### config.mk
export PLATFORM = sky130hd
export DESIGN_NAME = command_frame_parser_flat
export DESIGN_NICKNAME = d
export VERILOG_FILES = /design/src/design/cfp_pkg.sv /design/src/design/cfp_rx_if.sv /design/src/design/cfp_frame_if.sv /design/src/design/cfp_cfg_if.sv /design/src/design/cfp_cfg_regs.sv /design/src/design/cfp_parse_fsm.sv /design/src/design/cfp_out_stage.sv /design/src/design/command_frame_parser.sv /design/src/flat_wrapper.sv
export VERILOG_INCLUDE_DIRS = /design/src /design/src/design
export SDC_FILE = /design/constraint.sdc
export NUM_CORES = 1
export LEC_CHECK = 0
export BUFFER_PORTS_ARGS = -buffer_cell sky130_fd_sc_hd__buf_2
export CAP_MARGIN = 20
export CORE_MARGIN = 1
export CORE_UTILIZATION = 30
export CTS_BUF_LIST = sky130_fd_sc_hd__clkbuf_8 sky130_fd_sc_hd__clkbuf_16
export CTS_CLUSTER_SIZE = 30
export DETAILED_ROUTE_END_ITERATION = 12
export GPL_TIMING_DRIVEN = 0
export PLACE_DENSITY = 0.56
export SKIP_CTS_REPAIR_TIMING = 1
export SYNTH_ARGS = -nofsm -noshare
export SYNTH_HDL_FRONTEND = slang
export SYNTH_SLANG_ARGS = --single-unit
### constraint.sdc
create_clock -name clk -period 3.5 [get_ports clk]
set_input_delay 0.7 -clock clk [delete_from_list [all_inputs] [get_ports clk]]
set_output_delay 0.7 -clock clk [all_outputs]
set_load 0.005 [all_outputs]
### src/design/command_frame_parser_assert.svh
// Assertion macros shared by the command frame parser RTL.
// Expects clk and arst_n in the scope where the macros are used.
`ifndef COMMAND_FRAME_PARSER_ASSERT_SVH
`define COMMAND_FRAME_PARSER_ASSERT_SVH

// same-cycle implication, disabled while in reset
`define CFP_ASSERT_NOW(label, ante, cons, msg) \
	label: assert property (@(posedge clk) disable iff (!arst_n) (ante) |-> (cons)) \
		else $error(msg);

// next-cycle implication, disabled while in reset
`define CFP_ASSERT_NEXT(label, ante, cons, msg) \
	label: assert property (@(posedge clk) disable iff (!arst_n) (ante) |=> (cons)) \
		else $error(msg);

`endif

### src/design/cfp_pkg.sv
// Types and constants for the command frame parser.
// No dependencies; used by cfp_cfg_if and all modules.
`default_nettype none

package cfp_pkg;

	localparam logic [7:0] HDR_FIRST_RST  = 8'hFE;
	localparam logic [7:0] HDR_SECOND_RST = 8'hFC;

	localparam int CFG_IDX_W = 1;
	localparam logic [CFG_IDX_W-1:0] REG_HEADER_FIRST  = 1'd0;
	localparam logic [CFG_IDX_W-1:0] REG_HEADER_SECOND = 1'd1;

	typedef enum logic [4:0] {
		ST_HUNT1 = 5'b00001,
		ST_HUNT2 = 5'b00010,
		ST_CMD   = 5'b00100,
		ST_LEN   = 5'b01000,
		ST_PARAM = 5'b10000
	} parse_state_t;

	typedef struct packed {
		logic [7:0] first;
		logic [7:0] second;
	} hdr_cfg_t;

	typedef struct packed {
		logic [7:0] frame_command;
		logic [7:0] frame_length;
		logic       has_param;
		logic [7:0] param_byte;
		logic [7:0] param_index;
		logic       frame_last;
	} frame_result_t;

endpackage

`default_nettype wire

### src/design/cfp_rx_if.sv
// Receive byte channel: valid/ready plus one received byte per beat.
// No dependencies.
`default_nettype none

interface cfp_rx_if;
	logic       valid;
	logic       ready;
	logic [7:0] rx_byte;

	modport source (output valid, output rx_byte, input ready);
	modport sink   (input valid, input rx_byte, output ready);
endinterface

`default_nettype wire

### src/design/cfp_frame_if.sv
// Frame result channel: valid/ready plus one parsed frame beat.
// No dependencies.
`default_nettype none

interface cfp_frame_if;
	logic       valid;
	logic       ready;
	logic [7:0] frame_command;
	logic [7:0] frame_length;
	logic       has_param;
	logic [7:0] param_byte;
	logic [7:0] param_index;
	logic       frame_last;

	modport source (
		output valid, output frame_command, output frame_length, output has_param,
		output param_byte, output param_index, output frame_last, input ready
	);
	modport sink (
		input valid, input frame_command, input frame_length, input has_param,
		input param_byte, input param_index, input frame_last, output ready
	);
endinterface

`default_nettype wire

### src/design/cfp_cfg_if.sv
// Configuration write channel: register index and write data per beat.
// Depends on cfp_pkg for the index width.
`default_nettype none

interface cfp_cfg_if;
	logic                          valid;
	logic                          ready;
	logic [cfp_pkg::CFG_IDX_W-1:0] reg_index;
	logic [7:0]                    wdata;

	modport source (output valid, output reg_index, output wdata, input ready);
	modport sink   (input valid, input reg_index, input wdata, output ready);
endinterface

`default_nettype wire

### src/design/cfp_cfg_regs.sv
// Header delimiter registers written through the configuration channel.
// Depends on cfp_pkg and cfp_cfg_if.
`default_nettype none

module cfp_cfg_regs (
	input  wire logic        clk,
	input  wire logic        arst_n,
	cfp_cfg_if.sink          cfg,
	output cfp_pkg::hdr_cfg_t hdr
);

	logic [7:0] hdr_first_q;
	logic [7:0] hdr_second_q;

	assign cfg.ready = 1'b1;

	always_ff @(posedge clk or negedge arst_n) begin
		if (!arst_n) begin
			hdr_first_q  <= cfp_pkg::HDR_FIRST_RST;
			hdr_second_q <= cfp_pkg::HDR_SECOND_RST;
		end else if (cfg.valid) begin
			case (cfg.reg_index)
				cfp_pkg::REG_HEADER_FIRST:  hdr_first_q  <= cfg.wdata;
				cfp_pkg::REG_HEADER_SECOND: hdr_second_q <= cfg.wdata;
				default: ;
			endcase
		end
	end

	assign hdr.first  = hdr_first_q;
	assign hdr.second = hdr_second_q;

endmodule

`default_nettype wire

### src/design/cfp_parse_fsm.sv
// Frame parse state machine: header hunt, command, length, parameter bytes.
// Depends on cfp_pkg.
`default_nettype none

module cfp_parse_fsm (
	input  wire logic            clk,
	input  wire logic            arst_n,
	input  wire logic            fire,
	input  wire logic [7:0]      rx_byte,
	input  wire cfp_pkg::hdr_cfg_t hdr,
	output logic                 res_valid,
	output cfp_pkg::frame_result_t res
);

	cfp_pkg::parse_state_t state_q, state_d;
	logic [7:0] command_q, command_d;
	logic [7:0] length_q, length_d;
	logic [7:0] index_q, index_d;
	logic       param_done;

	// final parameter byte when index + 1 reaches the announced length
	assign param_done = ({1'b0, index_q} + 9'd1) >= {1'b0, length_q};

	always_comb begin
		state_d   = state_q;
		command_d = command_q;
		length_d  = length_q;
		index_d   = index_q;
		res_valid = 1'b0;
		res       = '0;
		res.frame_command = command_q;
		res.frame_length  = length_q;
		case (state_q)
			cfp_pkg::ST_HUNT2: begin
				state_d = (rx_byte == hdr.second) ? cfp_pkg::ST_CMD : cfp_pkg::ST_HUNT1;
			end
			cfp_pkg::ST_CMD: begin
				command_d = rx_byte;
				state_d   = cfp_pkg::ST_LEN;
			end
			cfp_pkg::ST_LEN: begin
				length_d = rx_byte;
				index_d  = '0;
				res.frame_length = rx_byte;
				if (rx_byte == 8'd0) begin
					state_d        = cfp_pkg::ST_HUNT1;
					res_valid      = 1'b1;
					res.frame_last = 1'b1;
				end else begin
					state_d = cfp_pkg::ST_PARAM;
				end
			end
			cfp_pkg::ST_PARAM: begin
				index_d         = index_q + 8'd1;
				res_valid       = 1'b1;
				res.has_param   = 1'b1;
				res.param_byte  = rx_byte;
				res.param_index = index_q;
				res.frame_last  = param_done;
				if (param_done) begin
					state_d = cfp_pkg::ST_HUNT1;
				end
			end
			default: begin
				state_d = (rx_byte == hdr.first) ? cfp_pkg::ST_HUNT2 : cfp_pkg::ST_HUNT1;
			end
		endcase
	end

	always_ff @(posedge clk or negedge arst_n) begin
		if (!arst_n) begin
			state_q   <= cfp_pkg::ST_HUNT1;
			command_q <= '0;
			length_q  <= '0;
			index_q   <= '0;
		end else if (fire) begin
			state_q   <= state_d;
			command_q <= command_d;
			length_q  <= length_d;
			index_q   <= index_d;
		end
	end

endmodule

`default_nettype wire

### src/design/cfp_out_stage.sv
// Result register driving the frame output channel.
// Depends on cfp_pkg and cfp_frame_if.
`default_nettype none

module cfp_out_stage (
	input  wire logic              clk,
	input  wire logic              arst_n,
	input  wire logic              load,
	input  wire cfp_pkg::frame_result_t res,
	output logic                   can_load,
	cfp_frame_if.source            frame
);

	logic                   out_valid_q;
	cfp_pkg::frame_result_t res_q;

	assign can_load = !out_valid_q || frame.ready;

	always_ff @(posedge clk or negedge arst_n) begin
		if (!arst_n) begin
			out_valid_q <= 1'b0;
		end else if (can_load) begin
			out_valid_q <= load;
		end
	end

	always_ff @(posedge clk) begin
		if (load && can_load) begin
			res_q <= res;
		end
	end

	assign frame.valid         = out_valid_q;
	assign frame.frame_command = res_q.frame_command;
	assign frame.frame_length  = res_q.frame_length;
	assign frame.has_param     = res_q.has_param;
	assign frame.param_byte    = res_q.param_byte;
	assign frame.param_index   = res_q.param_index;
	assign frame.frame_last    = res_q.frame_last;

endmodule

`default_nettype wire

### src/design/command_frame_parser.sv
// Command frame parser top level: input register, parse FSM, result register.
// Depends on cfp_pkg, the cfp_*_if interfaces, cfp_cfg_regs, cfp_parse_fsm,
// cfp_out_stage and command_frame_parser_assert.svh.
//
//   channel | dir | beat contents
//   rx      | in  | rx_byte
//   frame   | out | frame_command, frame_length, has_param, param_byte,
//           |     | param_index, frame_last
//   cfg     | in  | reg_index (0 header_first, 1 header_second), wdata
//
// One byte per cycle unless the frame output stalls; each result passes the
// input register, then the result register fed by the parse FSM.
// A stalled frame output holds the result register and, through it, the
// input register; bytes that give no result also wait in that case.
// arst_n resets the FSM to header hunt and the headers to 0xFE, 0xFC.
`default_nettype none

module command_frame_parser (
	input  wire logic   clk,
	input  wire logic   arst_n,
	cfp_rx_if.sink      rx,
	cfp_frame_if.source frame,
	cfp_cfg_if.sink     cfg
);

	`include "command_frame_parser_assert.svh"

	cfp_pkg::hdr_cfg_t      hdr;
	cfp_pkg::frame_result_t res;
	logic                   res_valid;
	logic                   can_load;
	logic                   advance;
	logic                   valid_s1;
	logic [7:0]             rx_byte_s1;

	cfp_cfg_regs u_cfg (
		.clk    (clk),
		.arst_n (arst_n),
		.cfg    (cfg),
		.hdr    (hdr)
	);

	assign advance  = valid_s1 && can_load;
	assign rx.ready = !valid_s1 || can_load;

	always_ff @(posedge clk or negedge arst_n) begin
		if (!arst_n) begin
			valid_s1 <= 1'b0;
		end else if (rx.ready) begin
			valid_s1 <= rx.valid;
		end
	end

	always_ff @(posedge clk) begin
		if (rx.valid && rx.ready) begin
			rx_byte_s1 <= rx.rx_byte;
		end
	end

	cfp_parse_fsm u_fsm (
		.clk       (clk),
		.arst_n    (arst_n),
		.fire      (advance),
		.rx_byte   (rx_byte_s1),
		.hdr       (hdr),
		.res_valid (res_valid),
		.res       (res)
	);

	cfp_out_stage u_out (
		.clk      (clk),
		.arst_n   (arst_n),
		.load     (advance && res_valid),
		.res      (res),
		.can_load (can_load),
		.frame    (frame)
	);

	`CFP_ASSERT_NOW(a_empty_frame, frame.valid && !frame.has_param,
		frame.frame_last && frame.param_byte == 8'd0 && frame.param_index == 8'd0,
		"empty frame beat carries parameter data or lacks last")

	`CFP_ASSERT_NOW(a_mid_index, frame.valid && frame.has_param && !frame.frame_last,
		({1'b0, frame.param_index} + 9'd1) < {1'b0, frame.frame_length},
		"non-final parameter index at or past frame length")

	`CFP_ASSERT_NEXT(a_s1_hold, valid_s1 && !can_load,
		valid_s1 && $stable(rx_byte_s1),
		"input register changed while result register stalled")

endmodule

`default_nettype wire
### src/flat_wrapper.sv
// flat-port wrapper written by rule: the top's interface ports become plain ports
module command_frame_parser_flat 
  (clk, arst_n, rx_valid, rx_rx_byte, rx_ready, frame_valid, frame_frame_command, frame_frame_length, frame_has_param, frame_param_byte, frame_param_index, frame_frame_last, frame_ready, cfg_valid, cfg_reg_index, cfg_wdata, cfg_ready);
  cfp_rx_if rx_i ();
  cfp_frame_if frame_i ();
  cfp_cfg_if cfg_i ();
  input  wire logic clk;
  input  wire logic arst_n;
  input wire logic [$bits(rx_i.valid)-1:0] rx_valid;
  input wire logic [$bits(rx_i.rx_byte)-1:0] rx_rx_byte;
  output wire logic [$bits(rx_i.ready)-1:0] rx_ready;
  output wire logic [$bits(frame_i.valid)-1:0] frame_valid;
  output wire logic [$bits(frame_i.frame_command)-1:0] frame_frame_command;
  output wire logic [$bits(frame_i.frame_length)-1:0] frame_frame_length;
  output wire logic [$bits(frame_i.has_param)-1:0] frame_has_param;
  output wire logic [$bits(frame_i.param_byte)-1:0] frame_param_byte;
  output wire logic [$bits(frame_i.param_index)-1:0] frame_param_index;
  output wire logic [$bits(frame_i.frame_last)-1:0] frame_frame_last;
  input wire logic [$bits(frame_i.ready)-1:0] frame_ready;
  input wire logic [$bits(cfg_i.valid)-1:0] cfg_valid;
  input wire logic [$bits(cfg_i.reg_index)-1:0] cfg_reg_index;
  input wire logic [$bits(cfg_i.wdata)-1:0] cfg_wdata;
  output wire logic [$bits(cfg_i.ready)-1:0] cfg_ready;
  assign rx_i.valid = rx_valid;
  assign rx_i.rx_byte = rx_rx_byte;
  assign rx_ready = rx_i.ready;
  assign frame_valid = frame_i.valid;
  assign frame_frame_command = frame_i.frame_command;
  assign frame_frame_length = frame_i.frame_length;
  assign frame_has_param = frame_i.has_param;
  assign frame_param_byte = frame_i.param_byte;
  assign frame_param_index = frame_i.param_index;
  assign frame_frame_last = frame_i.frame_last;
  assign frame_i.ready = frame_ready;
  assign cfg_i.valid = cfg_valid;
  assign cfg_i.reg_index = cfg_reg_index;
  assign cfg_i.wdata = cfg_wdata;
  assign cfg_ready = cfg_i.ready;
  command_frame_parser u_core (.clk(clk), .arst_n(arst_n), .rx(rx_i), .frame(frame_i), .cfg(cfg_i));
endmodule
==> summary.txt, run 1 <==
Outcome
  • Status: completed

Pwr
  • Max rail drop VDD: 0.000227 V
  • Power Density: roughly 480 mW/mm2
  • Total power: 2.25 mW
  • P_leak: approximately 2.0 nW

Detailed routing
  • Routed Antenna Nets: 0
  • # DRC: 0
  • Vias: 2458
  • Drt first-iter violations: 125
  • Drt wl/cell: 15.5 um
  • DRT Pass-1 Iters: 4
  • Wirelength, routed: slightly above 8000 um
  • Vias per cell: 4.60

Logic synthesis
  • Compound-Gate Fraction of Synth Area: under 10%
  • FF+latch count, synth: 89
  • Share of the synthesized area in the top cell type: between 30% and 40%
  • Largest family of logic cells by synthesized area: simple AND/OR/NAND/NOR gates
  • Syn avg cell area: between 10 and 15 um2
  • Simple-Gate Fraction of Synth Area: 10.9%
  • Post-synth top area cell: edfxtp_1
  • Post-synth EDFFs: 42
  • Asr flop ratio synth: 52.8%
  • Adder-Cell Fraction of Synth Area: under 10%
  • Mux cell area share after synthesis: 9.85%
  • Mapped Nets: 318
  • Xor and xnor area share after synthesis: 4.96%
  • Post-Synthesis Cells: around 290
  • Synth area leaders: edfxtp_1 (32%), dfrtp_1 (21%), mux2_2 (9.9%), dfstp_2 (9.5%), xnor2_1 (4.5%)
  • Yosys cell types: 40
  • Sequential-to-total area share from yosys stat: between 60% and 70%
  • Ys flop type: edfxtp_1
  • Synthesized area: 0.00389 mm2
  • Yosys warns: 0

Clock network
  • CTS tree: done
  • Root buffer cell: clkbuf_16
  • Total CTS buffers: 9
  • H-tree depth: 3
  • CTS Buffer Depth: 2
  • Later-pin clock latency in the skew report: 0.34 ns
  • Sink Count: 89
  • Clock slew at reported path FFs: 0.06 ns

Placed design
  • IO Port Bufs: 57
  • Placement Cell Area: 0.00442 mm2
  • Routability cong.: 0.764
  • Hpwl dp: about 5700 um
  • Dpl cells: 517
  • Pre-CTS WS: 0.801 ns

Finish
  • Final Core Density: 37.5%
  • ANT cells: 0
  • Non-Filler Instances: 534
  • Ratio of cells with drive above 1 in the final layout: 37.6%
  • Nets: 388
  • Synth-to-Final Area Change: 21.7%
  • Final Instance Area: 0.00473 mm2
  • Most frequent cells in the layout: buf_2 (60), edfxtp_1 (42), mux2_2 (34)
  • Most common cell after layout, fill and taps aside: buf_2

Critical path
  • Startpoint types: register
  • Worst setup startpoint: u_core.u_fsm.index_q[2]
  • CP arrival: 2.99 ns
  • Critical Path RT: around 3.7 ns
  • Crit path max fanout: 7
  • Crit path capture type: register
  • Kind of critical path: reg -> reg
  • Worst reg2reg path startpoint: u_core.u_fsm.index_q[2]

Global route
  • Largest net degree at the start of global routing: 48
  • Tot GR Track Use: 13.2%
  • Global Route met2 Usage: 20.0%
  • Vias in the first global route: 2379
  • Grt total ovfl: 0
  • Grt met3 use: 2.93%
  • Gr busiest metal: met2
  • First-pass GRT wire length: approximately 13000 um
  • Initial antenna violation count: 0
  • Met1 usage: 17.8%

Run
  • Max-Cap Viols: 0

Floorplan
  • CORE AREA: 0.0126 mm2
  • DIE WIDTH: about 120 um
  • Die area: 0.0134 mm2
  • Io pins: 59
  • Starting density of the core: 30.8%
  • Die H: about 120 um
  • Site Rows: slightly above 40

STA
  • Final WS setup: 0.728 ns
  • Final Skew: 0.00522 ns
  • Worst slew pin tran: 0.665 ns
  • Max-slew violation count: 0
  • RSZ-0062 raised after global routing: false
  • Fin crit share: 79.2%
  • Setup_tns: 0 ns
  • Tmin final: around 2.8 ns
  • Max_slew headroom: 55.6%
  • Hold WS: 0.239 ns
  • # setup viols final: 0
  • Final Hold Vio Count: 0
  • FMAX: 361 MHz

Hold path
  • Worst min path class: in -> async
-- cell usage after synthesis, types with 2 or more instances --
| master | instances |
|---|---|
| o21bai_1 | 2 |
| and3_1 | 11 |
| nand4_1 | 8 |
| and2_1 | 2 |
| and3_2 | 5 |
| o31ai_1 | 2 |
| nand2b_1 | 2 |
| o21ai_0 | 17 |
| ha_1 | 9 |
| dfrtp_1 | 33 |
| inv_1 | 9 |
| dfstp_2 | 14 |
| buf_2 | 3 |
| nor2_1 | 10 |
| mux2_2 | 34 |
| nand3b_1 | 2 |
| nor2b_1 | 6 |
| a22o_1 | 4 |
| xnor2_1 | 20 |
| clkbuf_1 | 5 |
| edfxtp_1 | 42 |
| a21oi_1 | 3 |
| or4_1 | 2 |
| nand2_1 | 20 |
| xor2_1 | 2 |
| nand3_1 | 5 |
| or3_1 | 2 |
-- worst paths after layout --
kind,end,slack (ns),depth (start not counted)
setup / recovery,u_core.u_fsm.state_q[4],0.73,10
hold / removal,u_core.u_fsm.index_q[2],0.24,1
setup reg to reg,u_core.u_fsm.state_q[4],0.73,10
hold reg to reg,u_core.u_out.frame.frame_command[4],0.45,0
max in group asynchronous,u_core.u_cfg.hdr_first_q[5],2.71,2
min in group clk,u_core.u_out.frame.frame_command[4],0.45,0
-- metal layers --
layer	vias up	share of wire, %
li1	1179	-
met1	1205	48
met2	62	46
met3	12	4.8
met4	0	1.8
met5	-	0
-- power by group --
part	switching, mW	internal (mW)
registers	0.0422	1.15
clock network	0.391	0.545
logic	0.0538	0.0683
total	0.487	1.76
-- cell families (layout without fill, tap and decap cells) --
| kind of cell | count (synthesis) | count (layout) |
|---|---|---|
| buffers and inverters | 19 | 94 |
| other | 1 | 1 |
| xor gates and xnor gates | 22 | 22 |
| DFF | 89 | 89 |
| muxes | 34 | 34 |
| and+or+nand+nor | 78 | 78 |
| adders and majority gates | 9 | 9 |
| AOI/OAI and AO/OA | 35 | 35 |
-- critical path, stage by stage (launching register included) --
cell and delay [ns]:
dfrtp_1 0.43, and2_1 0.18, nand4_1 0.19, nor2_1 0.18
xor2_1 0.30, ha_1 0.31, nand4_1 0.11, nor2_1 0.05
a2111oi_1 0.43, a21oi_1 0.19, mux2_2 0.30
-- flip-flops by register name (all words and copies together) (netlist names) --
name / cells
u_core.u_out.frame.frame_length: 8
u_core.u_out.frame.has_param: 1
u_core.u_out.frame.valid: 1
u_core.u_out.frame.param_byte: 8
u_core.rx_byte_s1: 8
u_core.u_cfg.hdr_second_q: 8
u_core.valid_s1: 1
u_core.u_fsm.index_q: 8
u_core.u_out.frame.frame_command: 8
u_core.u_fsm.length_q: 8
u_core.u_fsm.state_q: 5
u_core.u_out.frame.param_index: 8
u_core.u_cfg.hdr_first_q: 8
u_core.u_out.frame.frame_last: 1
u_core.u_fsm.command_q: 8
-- layout make-up --
class	count	area, um2
flip-flops and latches	89	2450
inverters	9	33.8
repair buffers	59	333
clock inverters	7	61.3
well taps	172	215
multi-input cells	179	1350
clock buffers	9	225
plain buffers	10	52.6
fillers	1243	7890
Note: power is estimated with default switching activity, not from simulation.
==> run 2: changes to the inputs <==
==> constraint.sdc (replaced) <==
create_clock -name clk -period 2.66 [get_ports clk]
set_input_delay 0.532 -clock clk [delete_from_list [all_inputs] [get_ports clk]]
set_output_delay 0.532 -clock clk [all_outputs]
set_load 0.005 [all_outputs]
==> run 2 against run 1 <==
Clock skew decreased by 0.00073 ns; first-iteration DRC count decreased by 4.8%; utilization increased by 0.66 points; critical path type unchanged; power increased by 40%; largest cell class unchanged.
==> summary.txt, run 2 (same netlist as run 1, synthesis figures left out) <==
Outcome
  • Status: completed

Clock network
  • Sink Count: 89
  • CTS Buffer Depth: 2
  • H-tree depth: 3
  • CTS tree: done
  • Root buffer cell: clkbuf_16
  • Total CTS buffers: 9
  • Clock slew at reported path FFs: 0.06 ns
  • Later-pin clock latency in the skew report: 0.34 ns

Floorplan
  • Io pins: 59
  • Starting density of the core: 30.8%
  • Site Rows: 41
  • CORE AREA: 0.0126 mm2
  • Die H: 116 um
  • DIE WIDTH: 116 um
  • Die area: 0.0134 mm2

Run
  • Max-Cap Viols: 0

Placed design
  • Routability cong.: about 0.77
  • Hpwl dp: just under 6000 um
  • Dpl cells: a little over 500
  • IO Port Bufs: 57

Critical path
  • CP max stage cell: dfrtp_1
  • Crit path capture type: register
  • Crit path largest cell delay: 0.42 ns
  • Critical Path RT: 2.88 ns
  • Startpoint types: register
  • Worst setup startpoint: u_core.u_fsm.index_q[3]
  • R2R depth: 10
  • CP arrival: about 2.8 ns
  • R2R Path End: u_core.u_fsm.state_q[4]
  • Crit path max fanout: 5
  • Kind of critical path: reg -> reg
  • CP Cell Sequence: and2_1, nand4_1, nor2_1, xor2_1, ha_1, nand4_1, nor2_1, a2111oi_4, a21oi_2, mux2_2
  • R2r setup slk: 0.08 ns
  • Worst reg2reg path startpoint: u_core.u_fsm.index_q[3]

STA
  • Final Hold Vio Count: 0
  • Worst slew pin tran: 0.622 ns
  • Tmin final: roughly 2.6 ns
  • Max-slew violation count: 0
  • Max_slew headroom: 58.5%
  • Fin crit share: 97.0%
  • FMAX: 388 MHz
  • Final Skew: between 0.004 and 0.005 ns
  • # setup viols final: 0

Detailed routing
  • Wirelength, routed: 8470 um
  • Vias: 2491
  • Drt first-iter violations: 119
  • # DRC: 0
  • Vias per cell: between 4 and 5
  • DRT Pass-1 Iters: 4
  • Routed Antenna Nets: 0
  • Drt wl/cell: 15.8 um

Finish
  • Sequential cell area: 0.00246 mm2
  • Non-Filler Instances: around 540
  • Area of the multi-input gates: approximately 0.0014 mm2
  • Most frequent cells in the layout: buf_2 (60), edfxtp_1 (42), mux2_2 (34)
  • Fillers: 1265
  • Ratio of cells with drive above 1 in the final layout: 39.3%
  • Most common cell after layout, fill and taps aside: buf_2
  • Nets: between 300 and 400
  • ANT cells: 0
  • Synth-to-Final Area Change: 23.8%

Global route
  • Largest net degree at the start of global routing: 48
  • Initial antenna violation count: 0
  • Vias in the first global route: 2460
  • First-pass GRT wire length: 13300 um
  • Grt total ovfl: 0
  • Tot GR Track Use: 13.6%

Pwr
  • P_leak: 2.02 nW
  • Total power: 3.14 mW
  • Max rail drop VDD: 0.000263 V
  • Power Density: between 600 and 700 mW/mm2

Hold path
  • Worst min path class: in -> async
[run 2: cell types whose count changed in the layout (fill, tap and decap cells not counted), moves of 2 or more]
cell       delta
dfrtp_1       -3
buf_4         +2
bufinv_16     +2
dfrtp_2       +3
clkinv_2      -3
[run 2: through the flow]
stage	instance area [um2]	setup WS, ns	setup TNS (ns)	utilization (%)	hold WS [ns]
after floorplan	3890	0.100	0	-	0.236
after CTS	4750	-0.150	-0.232	37.6	0.363
after global routing	4810	-0.00784	-0.00784	38.1	0.123
after detailed placement	4410	-0.139	-0.206	35.0	0.430
final	4810	0.0807	0	38.1	0.0962
after global placement	4390	-0.584	-19.81	34.8	0.427
[run 2: routing by layer]
metal	wire length, um	part of all wire, %	track usage (%)	up-vias
met5	0	0	0	-
met4	180	2.1	6.15	0
met3	341	4.0	2.41	14
met2	3830	45	20.9	66
met1	4120	49	18.8	1225
li1	-	-	-	1186
[run 2: report_power, final]
| group | switching (mW) | internal (mW) | total [mW] |
|---|---|---|---|
| registers | 0.0562 | 1.51 | 1.56 |
| logic | 0.0717 | 0.0901 | 0.162 |
| clock network | 0.507 | 0.909 | 1.42 |
| total | 0.635 | 2.51 | 3.14 |
[run 2: critical path: cells and delay by family (launching register included)]
kind            cells  cell delay [ns]
fa+ha+maj           1             0.29
xor+xnor            1             0.24
mux                 1             0.30
flops               1             0.42
compound gates      2             0.46
simple gates        5             0.76
[run 2: layout make-up]
type | instances | share of cell area (%)
Buffer | 10 | 1.09
Multi-Input combinational cell | 179 | 28.6
Sequential cell | 89 | 51.1
Tap cell | 172 | 4.47
Clock buffer | 9 | 4.68
Clock inverter | 7 | 2.29
Timing Repair Buffer | 61 | 7.07
Inverter | 9 | 0.702
[run 2: worst max path at each step]
| stage | end | slack (ns) |
|---|---|---|
| 2_1_floorplan | u_core.u_out.frame.frame_command[0] | 0.10 |
| 3_3_place_gp | u_core.u_out.frame.param_index[5] | -0.58 |
| 3_5_place_dp | u_core.u_fsm.state_q[4] | -0.14 |
| 4_1_cts | u_core.u_fsm.state_q[4] | -0.15 |
| 5_1_grt | u_core.u_fsm.state_q[4] | -0.008 |
| 6_report | u_core.u_fsm.state_q[4] | 0.08 |
